[config.mk]
export PLATFORM = sky130hd
export DESIGN_NAME = gcd_lcm_unit
export DESIGN_NICKNAME = d
export VERILOG_FILES = /design/src/design/gcdl_pkg.sv /design/src/design/gcd_lcm_unit.sv
export SDC_FILE = /design/constraint.sdc
export NUM_CORES = 1
export LEC_CHECK = 0
export BUFFER_PORTS_ARGS = -buffer_cell sky130_fd_sc_hd__buf_2
export CAP_MARGIN = 0
export CORE_ASPECT_RATIO = 2
export CORE_UTILIZATION = 25
export CTS_BUF_LIST = sky130_fd_sc_hd__clkbuf_8 sky130_fd_sc_hd__clkbuf_16
export CTS_CLUSTER_DIAMETER = 150
export DETAILED_ROUTE_END_ITERATION = 10
export PLACE_DENSITY = 0.46
export SYNTH_ARGS = -nofsm -noshare
export SYNTH_HDL_FRONTEND = slang
export SYNTH_SLANG_ARGS = --single-unit
[constraint.sdc]
create_clock -name clk -period 12.9 [get_ports clk]
set_input_delay 1.29 -clock clk [delete_from_list [all_inputs] [get_ports clk]]
set_output_delay 1.29 -clock clk [all_outputs]
set_load 0.01 [all_outputs]
[src/design/gcdl_pkg.sv]
`default_nettype none

package gcdl_pkg;

    // Operand width; the multiple is twice as wide.
    localparam int OPERAND_WIDTH  = 16;
    localparam int MULTIPLE_WIDTH = 2 * OPERAND_WIDTH;

    typedef struct packed {
        logic [OPERAND_WIDTH-1:0] first_value;
        logic [OPERAND_WIDTH-1:0] second_value;
    } gcdl_in_t;

    typedef struct packed {
        logic [OPERAND_WIDTH-1:0]  divisor;
        logic [MULTIPLE_WIDTH-1:0] multiple;
        logic                      bad_operand;
    } gcdl_out_t;

endpackage

`default_nettype wire

[src/design/gcd_lcm_unit.sv]
`default_nettype none

// gcd_lcm_unit: greatest common divisor and least common multiple.
//
// Input channel (in_valid/in_ready/in_word) takes one word with two unsigned
// operands. Output channel (out_valid/out_ready/out_word) returns one word
// per input: the divisor, the multiple (first * second / divisor) and a
// bad_operand flag. A zero operand gives zero results with the flag set.
//
// One shared add/subtract unit runs three phases under a small sequencer:
//   binary GCD   : shift, swap or subtract-shift steps
//   division     : restoring, first operand over the divisor
//   multiply     : shift-add of quotient times second operand
// in_ready is high only while the sequencer is idle, so one item is in
// flight at a time. A finished result sits in the output register; the
// next item is accepted while it waits. If the receiver stalls and a second
// result finishes, the sequencer holds it until the output register frees.
// Reset (rst_n, asynchronous, active low) empties the output register and
// returns the sequencer to idle.

module gcd_lcm_unit (
    input  wire logic              clk,
    input  wire logic              rst_n,
    input  wire logic              in_valid,
    output logic                   in_ready,
    input  wire gcdl_pkg::gcdl_in_t  in_word,
    output logic                   out_valid,
    input  wire logic              out_ready,
    output gcdl_pkg::gcdl_out_t    out_word
);
    import gcdl_pkg::*;

    localparam int W  = OPERAND_WIDTH;
    localparam int KW = $clog2(W);
    localparam int CW = $clog2(W);
    localparam logic [CW-1:0] CNT_LAST = CW'(W - 1);

    localparam logic [2:0] ST_IDLE = 3'd0;
    localparam logic [2:0] ST_GCD  = 3'd1;
    localparam logic [2:0] ST_DIV  = 3'd2;
    localparam logic [2:0] ST_MUL  = 3'd3;
    localparam logic [2:0] ST_FIN  = 3'd4;

    logic [2:0]    state_reg, state_next;
    logic [W-1:0]  a_reg, a_next;     // gcd working operand
    logic [W-1:0]  b_reg, b_next;     // gcd working operand
    logic [KW-1:0] k_reg, k_next;     // shared factors of two
    logic [W-1:0]  g_reg, g_next;     // divisor
    logic [W-1:0]  acc_reg, acc_next; // remainder, then product high half
    logic [W-1:0]  q_reg, q_next;     // dividend -> quotient -> product low half
    logic [W-1:0]  y_reg, y_next;     // second operand
    logic [CW-1:0] cnt_reg, cnt_next;
    logic          err_reg, err_next;
    logic          out_valid_reg, out_valid_next;
    gcdl_out_t     out_word_reg, out_word_next;

    // Shared adder
    logic [W:0]    add_a;
    logic [W-1:0]  add_b;
    logic          add_sub;
    logic [W+1:0]  add_sum;
    logic          borrow;

    logic [W:0]    rem_sh;
    logic [W:0]    mul_s;
    logic          slot_free;
    logic          in_fire;

    assign slot_free = !out_valid_reg || out_ready;
    assign in_ready  = (state_reg == ST_IDLE);
    assign in_fire   = in_valid && in_ready;
    assign out_valid = out_valid_reg;
    assign out_word  = out_word_reg;

    assign rem_sh = {acc_reg, q_reg[W-1]};

    always_comb
    begin
        add_a   = {1'b0, a_reg};
        add_b   = b_reg;
        add_sub = 1'b1;
        unique case (state_reg)
            ST_DIV:
            begin
                add_a = rem_sh;
                add_b = g_reg;
            end
            ST_MUL:
            begin
                add_a   = {1'b0, acc_reg};
                add_b   = y_reg;
                add_sub = 1'b0;
            end
            default:
            begin
                add_a   = {1'b0, a_reg};
                add_b   = b_reg;
                add_sub = 1'b1;
            end
        endcase
    end

    assign add_sum = {1'b0, add_a}
                   + ({2'b00, add_b} ^ {(W+2){add_sub}})
                   + {{(W+1){1'b0}}, add_sub};
    assign borrow  = add_sum[W+1];

    assign mul_s = q_reg[0] ? add_sum[W:0] : {1'b0, acc_reg};

    always_comb
    begin
        state_next     = state_reg;
        a_next         = a_reg;
        b_next         = b_reg;
        k_next         = k_reg;
        g_next         = g_reg;
        acc_next       = acc_reg;
        q_next         = q_reg;
        y_next         = y_reg;
        cnt_next       = cnt_reg;
        err_next       = err_reg;
        out_valid_next = out_valid_reg && !out_ready;
        out_word_next  = out_word_reg;

        unique case (state_reg)
            ST_IDLE:
            begin
                if (in_fire)
                begin
                    a_next   = in_word.first_value;
                    b_next   = in_word.second_value;
                    q_next   = in_word.first_value;
                    y_next   = in_word.second_value;
                    k_next   = '0;
                    cnt_next = '0;
                    acc_next = '0;
                    if (in_word.first_value == '0 || in_word.second_value == '0)
                    begin
                        err_next   = 1'b1;
                        g_next     = '0;
                        q_next     = '0;
                        state_next = ST_FIN;
                    end
                    else
                    begin
                        err_next   = 1'b0;
                        state_next = ST_GCD;
                    end
                end
            end
            ST_GCD:
            begin
                if (add_sum[W:0] == '0)
                begin
                    g_next     = W'(a_reg << k_reg);
                    acc_next   = '0;
                    cnt_next   = '0;
                    state_next = ST_DIV;
                end
                else if (!a_reg[0] && !b_reg[0])
                begin
                    a_next = a_reg >> 1;
                    b_next = b_reg >> 1;
                    k_next = k_reg + KW'(1);
                end
                else if (!a_reg[0])
                begin
                    a_next = a_reg >> 1;
                end
                else if (!b_reg[0])
                begin
                    b_next = b_reg >> 1;
                end
                else if (borrow)
                begin
                    // a < b: swap, subtract on the next pass
                    a_next = b_reg;
                    b_next = a_reg;
                end
                else
                begin
                    a_next = add_sum[W:1];
                end
            end
            ST_DIV:
            begin
                if (!borrow)
                begin
                    acc_next = add_sum[W-1:0];
                    q_next   = {q_reg[W-2:0], 1'b1};
                end
                else
                begin
                    acc_next = rem_sh[W-1:0];
                    q_next   = {q_reg[W-2:0], 1'b0};
                end
                cnt_next = cnt_reg + CW'(1);
                if (cnt_reg == CNT_LAST)
                begin
                    cnt_next   = '0;
                    state_next = ST_MUL;
                end
            end
            ST_MUL:
            begin
                // acc is zero on entry from the division (remainder is zero)
                acc_next = mul_s[W:1];
                q_next   = {mul_s[0], q_reg[W-1:1]};
                cnt_next = cnt_reg + CW'(1);
                if (cnt_reg == CNT_LAST)
                begin
                    cnt_next   = '0;
                    state_next = ST_FIN;
                end
            end
            ST_FIN:
            begin
                if (slot_free)
                begin
                    out_valid_next            = 1'b1;
                    out_word_next.divisor     = g_reg;
                    out_word_next.multiple    = {acc_reg, q_reg};
                    out_word_next.bad_operand = err_reg;
                    state_next                = ST_IDLE;
                end
            end
            default:
            begin
                state_next = ST_IDLE;
            end
        endcase
    end

    always_ff @(posedge clk or negedge rst_n)
    begin
        if (!rst_n)
        begin
            state_reg     <= ST_IDLE;
            out_valid_reg <= 1'b0;
            cnt_reg       <= '0;
            k_reg         <= '0;
        end
        else
        begin
            state_reg     <= state_next;
            out_valid_reg <= out_valid_next;
            cnt_reg       <= cnt_next;
            k_reg         <= k_next;
        end
    end

    always_ff @(posedge clk)
    begin
        a_reg        <= a_next;
        b_reg        <= b_next;
        g_reg        <= g_next;
        acc_reg      <= acc_next;
        q_reg        <= q_next;
        y_reg        <= y_next;
        err_reg      <= err_next;
        out_word_reg <= out_word_next;
    end

    // An accepted word always starts the sequencer.
    a_start: assert property (@(posedge clk) disable iff (!rst_n)
        in_fire |=> state_reg != ST_IDLE)
        else $error("accepted word did not start sequencer");

    // The binary GCD phase never works on a zero operand.
    a_gcd_nonzero: assert property (@(posedge clk) disable iff (!rst_n)
        state_reg == ST_GCD |-> (a_reg != '0 && b_reg != '0))
        else $error("zero operand inside gcd loop");

    // A freshly loaded result is consistent with its error flag.
    a_result: assert property (@(posedge clk) disable iff (!rst_n)
        (state_reg == ST_FIN && slot_free) |=>
            (out_word_reg.bad_operand
                ? (out_word_reg.divisor == '0 && out_word_reg.multiple == '0)
                : (out_word_reg.divisor != '0 && out_word_reg.multiple != '0)))
        else $error("result fields disagree with bad_operand");

endmodule

`default_nettype wire

== After elaboration in Yosys (flattened, before gate mapping) ==
Cells that the tools add are included.

* Bits in registers: 158
* Input port bits: 36
* Output and inout bits: 51
* Word-level logic and storage cells: 115

* Add/subtract/negate cells: 4
* Eq/ne operators: 16
* Shifts and indexed selects: 1
* Multiplexer cells: 47
* Bitwise operators: 1
* Reductions and logical operators: 30

{| class="wikitable"
|+ Operators with widths
! operator !! count
|-
| 16-bit 2-to-1 mux || 20
|-
| 16-bit one-hot mux with 2 select lines || 4
|-
| 16-bit one-hot mux with 4 select lines || 1
|-
| 16-bit one-hot mux with 3 select lines || 1
|-
| 17-bit one-hot mux with 2 select lines || 1
|-
| 16-bit logical NOT || 2
|-
| 4-bit 2-to-1 mux || 5
|-
| 17-bit by 18-bit adder with 18-bit output || 1
|-
| 18-bit by 1-bit adder with 18-bit output || 1
|-
| 3-bit 2-to-1 mux || 6
|-
| 16-bit by 18-bit XOR with 18-bit output || 1
|-
| 17-bit logical NOT || 1
|-
| 17-bit 2-to-1 mux || 1
|-
| 4-bit AND reduction || 4
|-
| 16-bit by 4-bit left shift with 16-bit output || 1
|-
| 3-bit one-hot mux with 5 select lines || 1
|-
| 2-bit != test, second input constant || 6
|-
| 4-bit one-hot mux with 3 select lines || 1
|-
| 5-bit AND reduction || 2
|-
| 3-bit AND reduction || 3
|-
| 4-bit by 1-bit adder with 4-bit output, second input constant || 2
|-
| 4-bit != test, second input constant || 2
|-
| 4-bit one-hot mux with 2 select lines || 1
|-
| 3-bit by 2-bit == test with 1-bit output, second input constant || 2
|-
| other kinds (15) || 29
|}

== Logic depth before layout (Yosys ltp) ==
Gate-level depths: netlist of run 1.

* Depth after elaboration: 11
* Depth in mapped cells: 20
* Depth with buffers taken out: 15

== Worst setup path before layout of run 1 ==
No wires, ideal clock.

* Kind: register -> register
* Start: register state_reg[2]
* End: register g_reg[0], enable pin
* Setup time: 0.388 ns
* Arrival time: 4.266 ns
* Data required time: 12.512 ns
* Path slack: 8.245 ns
* Cell stages (with the launch flop): 18
* Path buffers: 4
* Clock period less this slack: 4.655 ns
* Path through: dfrtp_1 clkbuf_1 nand2b_1 clkbuf_1 clkbuf_1 nor2_1 a21oi_1 ha_1 buf_2 and2_1 and3_1 and3_1 a221oi_2 xor2_1 o2111ai_4 nor3b_4 a21oi_1 nor2_1

* Word-level cells in the longest chain between the ends: 8
* Elaborated cells between the ends (all ways): 17
* Classes of those cells: add/sub (2); eq/ne (6); mux (3); bitwise (1); reduce/logical (5)

{| class="wikitable"
|+ RTL lines
! element !! line !! RTL
|-
| from (decl) || gcd_lcm_unit.sv:44 || <nowiki>logic [2:0] state_reg, state_next;</nowiki>
|-
| from (signal assigned) || gcd_lcm_unit.sv:245 || <nowiki>state_reg <= state_next;</nowiki>
|-
| 3-bit by 2-bit == test with 1-bit output || gcd_lcm_unit.sv:82 || <nowiki>unique case (state_reg)</nowiki>
|-
| 16-bit one-hot mux with 2 select lines or 1-bit 2-to-1 mux (tied branches) || gcd_lcm_unit.sv:82 ||
|-
| 16-bit by 18-bit XOR with 18-bit output || gcd_lcm_unit.sv:104 || <nowiki>+ ({2'b00, add_b} ^ {(W+2){add_sub}})</nowiki>
|-
| 17-bit by 18-bit adder with 18-bit output || gcd_lcm_unit.sv:104 ||
|-
| 18-bit by 1-bit adder with 18-bit output || gcd_lcm_unit.sv:105 || <nowiki>+ {{(W+1){1'b0}}, add_sub};</nowiki>
|-
| 17-bit logical NOT || gcd_lcm_unit.sv:153 || <nowiki>if (add_sum[W:0] == '0)</nowiki>
|-
| 2-bit != test (no line) || n/a ||
|-
| 4-bit AND reduction (no line) * || n/a ||
|-
| to (signal assigned) || gcd_lcm_unit.sv:256 || <nowiki>g_reg <= g_next;</nowiki>
|-
| to (decl) || gcd_lcm_unit.sv:48 || <nowiki>logic [W-1:0] g_reg, g_next;</nowiki>
|}

Mark *: on every way between the ends. The rest lies on a longest branch, timed or not.
A chain may end at the register's enable or synchronous reset.

== Worst setup path after layout of run 1 ==
* Start: register state_reg[0]
* End: register a_reg[2] (data pin)

* Word-level cells in the longest chain between the ends: 11
* Elaborated cells between the ends (all ways): 16
* Classes of those cells: add/sub (2); eq/ne (3); mux (9); bitwise (1); reduce/logical (1)

{| class="wikitable"
|+ RTL lines
! element !! line !! RTL
|-
| 3-bit by 2-bit == test with 1-bit output || gcd_lcm_unit.sv:82 ||
|-
| 16-bit one-hot mux with 2 select lines or 1-bit 2-to-1 mux (tied branches) || gcd_lcm_unit.sv:82 ||
|-
| 16-bit by 18-bit XOR with 18-bit output || gcd_lcm_unit.sv:104 ||
|-
| 17-bit by 18-bit adder with 18-bit output || gcd_lcm_unit.sv:104 ||
|-
| 18-bit by 1-bit adder with 18-bit output || gcd_lcm_unit.sv:105 ||
|-
| 16-bit 2-to-1 mux || gcd_lcm_unit.sv:174 || <nowiki>else if (borrow)</nowiki>
|-
| 16-bit 2-to-1 mux || gcd_lcm_unit.sv:170 || <nowiki>else if (!b_reg[0])</nowiki>
|-
| 16-bit 2-to-1 mux || gcd_lcm_unit.sv:166 || <nowiki>else if (!a_reg[0])</nowiki>
|-
| 16-bit 2-to-1 mux || gcd_lcm_unit.sv:160 || <nowiki>else if (!a_reg[0] && !b_reg[0])</nowiki>
|-
| 16-bit 2-to-1 mux || gcd_lcm_unit.sv:153 ||
|-
| 16-bit one-hot mux with 2 select lines * || gcd_lcm_unit.sv:125 || <nowiki>unique case (state_reg)</nowiki>
|-
| named net a_next[2] || gcd_lcm_unit.sv:45 || <nowiki>logic [W-1:0] a_reg, a_next;</nowiki>
|-
| to (signal assigned) || gcd_lcm_unit.sv:254 || <nowiki>a_reg <= a_next;</nowiki>
|-
| to (decl) || gcd_lcm_unit.sv:45 ||
|}

Mark *: on every way through the listed nets, which the timed path passes. The rest lies on a longest branch. The select of a mux whose other input is x is not followed.

==> summary.md, run 1 <==
| Metric | Value |
|---|---|
| Most common cell after layout, fill and taps aside | edfxtp_1 |
| CP cell instances | buf_4 -> inv_1 -> buf_4 -> nor2_1 -> a21oi_1 -> nor2_1 -> a21oi_1 -> ha_1 -> a21oi_2 -> o21ai_0 -> nor4_1 -> o21ai_1 -> a21oi_4 -> xnor2_4 -> mux2_2 -> a221oi_1 -> nor2_1 |
| Die Wd | between 100 and 150 um |
| Synth top area cells | edfxtp_1 (46%), mux2i_1 (8.0%), nand2_1 (3.9%) |
| Min setup slack post-route | between 7 and 8 ns |
| Max reg flops | 49 |
| Post-synthesis sequential area ratio | between 40% and 50% |
| Crit-path slowest cell | a21oi_4 |
| Total core area | 37300 sq um |
| First-pass GRT wire length | 48.6 mm |
| Pins Over Slew Limit | 0 |
| Setup TNS | 0 ns |
| I/O Buffers | 86 |
| HP Class | flip-flop to flip-flop |
| RSZ-0062 raised after global routing | no |
| Post-route insts no fill | around 1400 |
| Max_cap viols | 0 |
| Crit. End Element | flip-flop |
| Final hold violations | 0 |
| Vias in the first global route | ~7500 |
| Worst Skew | between 0.01 and 0.015 ns |
| Sequential Area | 4690 sq um |
| Largest net degree at the start of global routing | between 60 and 70 |
| Post-synth ARST share | under 10% |
| Post-synth EDFFs | about 150 |
| Tmin final | 5.62 ns |
| Die area | a little under 40000 sq um |
| Hold-fix buffers, CTS | 0 |
| Count of final setup violators | 0 |
| Total clock sinks | between 150 and 200 |
| Syn_nets | roughly 960 |
| Synth Cell Area | 9510 sq um |
| Drt drc | 0 |
| GRT Overall Usage | between 15 and 20% |
| DP Wirelength | roughly 25 mm |
| PostCTS Resize Cnt | 0 |
| Seq cells post-synth | about 160 |
| TritonCTS Buffers | 17 |
| WL final | 32.6 mm |
| Dpl cells | approximately 1400 |
| Footprint of the multi-input gates | roughly 4500 sq um |
| Via-to-Cell Ratio | around 5.2 |
| Initial DRC count | around 540 |
| Required @ worst endpoint | between 10 and 15 ns |
| CP peak stage delay | around 0.80 ns |
| Max Clk Rate | around 180 MHz |
| Drt pass-1 iters | 5 |
| Post-synth top flop | edfxtp_1 |
| Status | finished clean |
| Slew @ Worst Pin | 1.07 ns |
| Final #Nets | 1012 |
| CP delay by family, top | compound AO/OA/AOI/OAI gates |
| Row count | 100 |
| Drt wl/cell | approximately 23 um |
| Antenna Nets Post-Route | 0 |
| Most used cell, CP | nor2_1 |
| PwrDens | 275 nW/um^2 |
| Initial antenna violation count | 0 |
| Starting Density | 25.5% |
| Die height | 278 um |
| Vias | roughly 7400 |
| Mapped Cells | about 900 |
| Worst Path Max Fanout | 63 |
| Avg Cell Area, Syn | 10.5 sq um |
| Commonest cells after routing, fill and taps aside | edfxtp_1 (146), nand2_1 (98), nor2_1 (94) |
| Pre-CTS WS | 7.32 ns |
| Fin crit share | between 40% and 50% |
| Clock transition at path regs | 0.07 ns |
| Clock Tree Root | clkbuf_16 |
| Synthesis Warnings | 0 |
| ANT cells | 0 |
| Total gr overflow | 0 |
| Yosys top cell area share | between 40% and 50% |
| Worst relative slew slack | 28.3% |
| Peak VDD IR | approximately 0.00013 V |
| Critical path buffer and inverter count | 3 |
| Fraction of layout cells with a size suffix above 1 | between 10% and 20% |
| Area growth from synthesis to layout | 14.9% |
| Distinct cells, synth | 74 |
| Most area-hungry cell type in the Yosys netlist | edfxtp_1 |
| CTS tree | built |
| GP Congestion | between 0.9 and 1 |
| Fillers | around 3900 |
| Leakage | around 4.3 nW |
| Worst-Skew Late Latency | approximately 0.45 ns |
| Setup bufs post-CTS | 0 |
| Critical path data arrival time | 5.80 ns |
| Max clock buf depth | 2 |
| I/O pin cnt | 87 |
| H-tree levels | 4 |
| Worst setup SP type | flip-flop |
| WS Path Type | flip-flop to flip-flop |
| Final Util | 29.3% |
## area by class of cell
class / instances / area share [%]
timing repair buffer: 99 / 4.83
clock buffer: 19 / 4.15
inverter: 12 / 0.412
tap: 459 / 5.26
multi-input combinational: 669 / 41.4
clock inverter: 13 / 1.07
sequential: 158 / 42.9
## worst reg2reg max path, delay by kind of cell (launching register included)
kind                       cells  cell delay (ns)
AOI/OAI and AO/OA              7             1.92
xor gates and xnor gates       1             0.39
adders and majority gates      1             0.45
buffers and inverters          3             1.07
DFF                            1             0.34
muxes                          1             0.42
and+or+nand+nor                4             0.76
## layer usage
layer / part of all wire (%) / track usage, % / routed length (um) / vias up
li1: - / - / - / 3527
met1: 35 / 16.6 / 11400 / 3639
met2: 57 / 33.4 / 18500 / 176
met3: 2.9 / 2.62 / 944 / 59
met4: 5.4 / 10.5 / 1780 / 0
met5: 0 / 0 / 0 / -
## worst paths after layout
kind | from | end | slack, ns | cells past startpoint
worst max-delay path | state_reg[0] | a_reg[2] | 7.28 | 17
worst min-delay path | err_reg | out_word[0] | 0.43 | 0
worst max register to register | state_reg[0] | a_reg[2] | 7.28 | 17
worst min register to register | err_reg | out_word[0] | 0.43 | 0
max in group asynchronous | rst_n | state_reg[0] | 11.90 | 1
min in group asynchronous | rst_n | k_reg[3] | 0.73 | 1
## report_power, final
group / total [mW] / internal [mW] / switching, mW
sequential: 0.826 / 0.693 / 0.132
clock: 0.496 / 0.276 / 0.220
combinational: 1.68 / 0.659 / 1.03
total: 3.01 / 1.63 / 1.38
## synthesized netlist by cell type, types with 3 or more instances
cell type,number
ha_1,18
nand2_1,98
mux2_2,12
nor2b_1,15
mux2i_1,76
clkbuf_1,52
nor2_1,94
buf_6,3
nand3_1,10
and3_1,6
a21o_1,8
o211ai_1,5
nor4_1,14
xnor2_1,4
or3_1,4
a211oi_1,37
nand4_1,4
buf_1,6
o21ai_0,51
buf_2,3
nor3_1,17
a21oi_1,65
a221oi_2,9
o22ai_1,19
a21boi_1,3
mux2_4,7
o21a_1,9
edfxtp_1,146
and2_1,6
dfrtp_1,12
inv_1,11
xor2_1,7
a221oi_1,9
nand2b_1,7
a31oi_1,5
## cell families (layout without fill, tap and decap cells)
family / Yosys count / after routing / synth area share, %
AND/OR/NAND/NOR: 291 / 291 / 14.4
buffers and inverters: 77 / 143 / 3.36
XOR/XNOR: 12 / 12 / 1.30
AO/OA/AOI/OAI: 250 / 250 / 18.1
adder cells (fa/ha/maj): 19 / 19 / 2.58
flip-flops: 158 / 158 / 49.3
multiplexers: 97 / 97 / 11.0
## stage by stage
stage	instance area (sq um)	power (mW)	hold WS, ns
floorplan	9510	2.02	0.400
global placement	10400	2.50	0.424
detailed placement	10400	2.50	0.420
CTS	10900	3.01	0.437
global route	10900	3.18	0.443
finish	10900	3.01	0.434
Power figures use the tool's default switching activity.
==> run 2, diff against run 1 <==
Settings changed: PLACE_DENSITY 0.46 to 0.48.
Clock period 12.9 ns to 5.1 ns, I/O delays scaled along.
==> run 2 against run 1 <==
Against the previous run: routed wire length barely moved; total power rose to 2.6 times the previous value; setup slack got worse by 6.9 ns; via count rose by 0.39%; combinational power rose to 2.6 times the previous value; die area did not move; sequential power rose to 2.5 times the previous value; cell count rose by 1.6%; clock skew rose by 0.0032 ns; critical path type unchanged; largest cell class unchanged; highest routed layer unchanged.
==> summary.md, run 2 (synthesis results as in run 1) <==
| Metric | Value |
|---|---|
| Status | finished clean |
| GP Congestion | 0.873 (-5.3%) |
| TritonCTS Buffers | 17 (unchanged) |
| Sequential Area | 4690 sq um (unchanged) |
| Fraction of layout cells with a size suffix above 1 | 20.3% (+1.8 points) |
| Leakage | 4.43 nW (+2.6%) |
| Max clock buf depth | 2 (unchanged) |
| Worst Skew | 0.0156 ns (+0.00322 ns) |
| Clock transition at path regs | 0.08 ns (about the same) |
| HP Class | input pin to flip-flop |
| Clock Tree Root | clkbuf_16 |
| Drt pass-1 iters | 5 (unchanged) |
| Worst relative slew slack | 29.6% (+1.3 points) |
| GRT Overall Usage | 17.1% (-0.081 points) |
| Worst setup SP type | flip-flop |
| Max Clk Rate | 211 MHz (+19%) |
| Required @ worst endpoint | 5.24 ns (-7.84 ns) |
| Max_cap viols | 0 (unchanged) |
| I/O Buffers | 86 (unchanged) |
| Fillers | 3848 (-1.3%) |
| Max reg flops | 49 (unchanged) |
| Final hold violations | 0 (unchanged) |
| Total core area | 37300 sq um (unchanged) |
| Total clock sinks | 158 (unchanged) |
| Initial DRC count | 513 (-4.6%) |
| Most common cell after layout, fill and taps aside | edfxtp_1 |
| RSZ-0062 raised after global routing | no |
| Drt wl/cell | 22.5 um (-1.5%) |
| Vias in the first global route | 7572 (+0.93%) |
| Final #Nets | 1035 (+2.3%) |
| Antenna Nets Post-Route | 0 (unchanged) |
| Setup TNS | 0 ns (unchanged) |
| I/O pin cnt | 87 (unchanged) |
| First-pass GRT wire length | 48.4 mm (-0.50%) |
| Area growth from synthesis to layout | 16.8% |
| Via-to-Cell Ratio | 5.12 (-1.2%) |
| Slew @ Worst Pin | 1.05 ns (-0.0200 ns) |
| Crit. End Element | flip-flop |
| PwrDens | 691 nW/um^2 (+150%) |
| Largest net degree at the start of global routing | 50 (-22%) |
| Drt drc | 0 (unchanged) |
| Finished layout cell area | 11100 sq um (+1.6%) |
| DP Wirelength | 25.1 mm (+1.0%) |
| Pins Over Slew Limit | 0 (unchanged) |
| Peak VDD IR | 0.000344 V (+170%) |
| Row count | 100 (unchanged) |
| Final Util | 29.8% (+0.47 points) |
| WL final | 32.7 mm (about the same) |
| ANT cells | 0 (unchanged) |
| Starting Density | 25.5% (unchanged) |
| WS Path Type | flip-flop to flip-flop |
| Footprint of the multi-input gates | 4520 sq um (about the same) |
| Critical path data arrival time | 4.88 ns (-0.92 ns) |
| Die Wd | 140 um (unchanged) |
| Fin crit share | 92.9% (+49 points) |
| Worst Path Max Fanout | 40 (-37%) |
| H-tree levels | 4 (unchanged) |
| Die area | 38900 sq um (unchanged) |
| Initial antenna violation count | 0 (unchanged) |
| Worst-Skew Late Latency | 0.45 ns (about the same) |
| Commonest cells after routing, fill and taps aside | edfxtp_1 (146), nand2_1 (98), nor2_1 (94) |
| CTS tree | built |
| Total power | 7.67 mW (+160%) |
| Die height | 278 um (unchanged) |
| Total gr overflow | 0 (unchanged) |
| Dpl cell area | 10500 sq um (+1.3%) |
| Vias | 7430 (+0.39%) |
| Tmin final | 4.74 ns (-0.880 ns) |
| Count of final setup violators | 0 (unchanged) |
-- run 2: cell types whose count changed in the layout (fill, tap and decap cells not counted), sizes merged --
| cell | change |
|---|---|
| bufinv | -1 |
| buf | +22 |
| clkinv | -3 |
| inv | +6 |
| dlygate4sd3 | +1 |
| clkbuf | -2 |
-- run 2: through the flow --
stage	hold slack, ns	worst slack, ns	std cells
floorplan	0.214	0.445	904
global placement	0.418	0.429	1416
finish	0.266	0.360	1452
detailed placement	0.414	0.338	1416
global route	0.251	0.116	1452
CTS	0.243	0.312	1449
-- run 2: critical path: stages (launching register included) --
cell,delay (ns)
dfrtp_1,0.61
nand2b_4,0.32
o21ai_0,0.36
inv_1,0.11
fa_1,0.47
nor2b_1,0.28
o31ai_4,0.12
a21oi_1,0.40
o21ai_0,0.20
a221oi_2,0.42
o2111ai_4,0.23
nor3b_4,0.20
buf_4,0.20
a21oi_1,0.05
nor2_1,0.13
buf_4,0.28
-- run 2: per-layer routing --
layer | up-vias | share of wire [%] | GRT usage [%]
li1 | 3578 | - | -
met2 | 180 | 55 | 32.1
met1 | 3613 | 35 | 16.7
met3 | 59 | 3.0 | 2.43
met5 | - | 0 | 0
met4 | 0 | 7.5 | 12.8
-- run 2: where the power goes --
part | switching, mW | internal [mW] | leakage [nW]
Clock | 0.624 | 0.652 | 0.285
Sequential | 0.319 | 1.75 | 1.52
Combinational | 2.58 | 1.74 | 2.62
Total | 3.52 | 4.15 | 4.43
-- run 2: final cells by class --
cell class | instances | share of cell area [%]
tap | 459 | 5.17
inverter | 12 | 0.406
clock inverter | 15 | 1.33
multi-input combinational | 669 | 40.7
sequential | 158 | 42.2
clock buffer | 17 | 3.83
timing repair buffer | 122 | 6.34
-- run 2: repair_timing --
| action | 4_1_cts | 5_1_grt |
|---|---|---|
| gates resized for setup | 0 | 1 |
| hold buffers | 1 | 0 |
| setup buffers | 0 | 3 |
| setup endpoints to repair | 0 | 16 |
| endpoints found under the hold margin | 12 | 0 |
-- run 2: final timing paths --
| path | slack (ns) | cells after the start | from | endpoint |
|---|---|---|---|---|
| setup / recovery | 0.36 | 15 | state_reg[1] | g_reg[15] |
| hold / removal | 0.27 | 1 | in_word[7] | y_reg[7] |
| setup reg to reg | 0.36 | 15 | state_reg[1] | g_reg[15] |
| hold reg to reg | 0.43 | 0 | err_reg | out_word[0] |
| max in group asynchronous | 4.35 | 2 | rst_n | state_reg[0] |
| min in group asynchronous | 0.49 | 2 | rst_n | state_reg[2] |
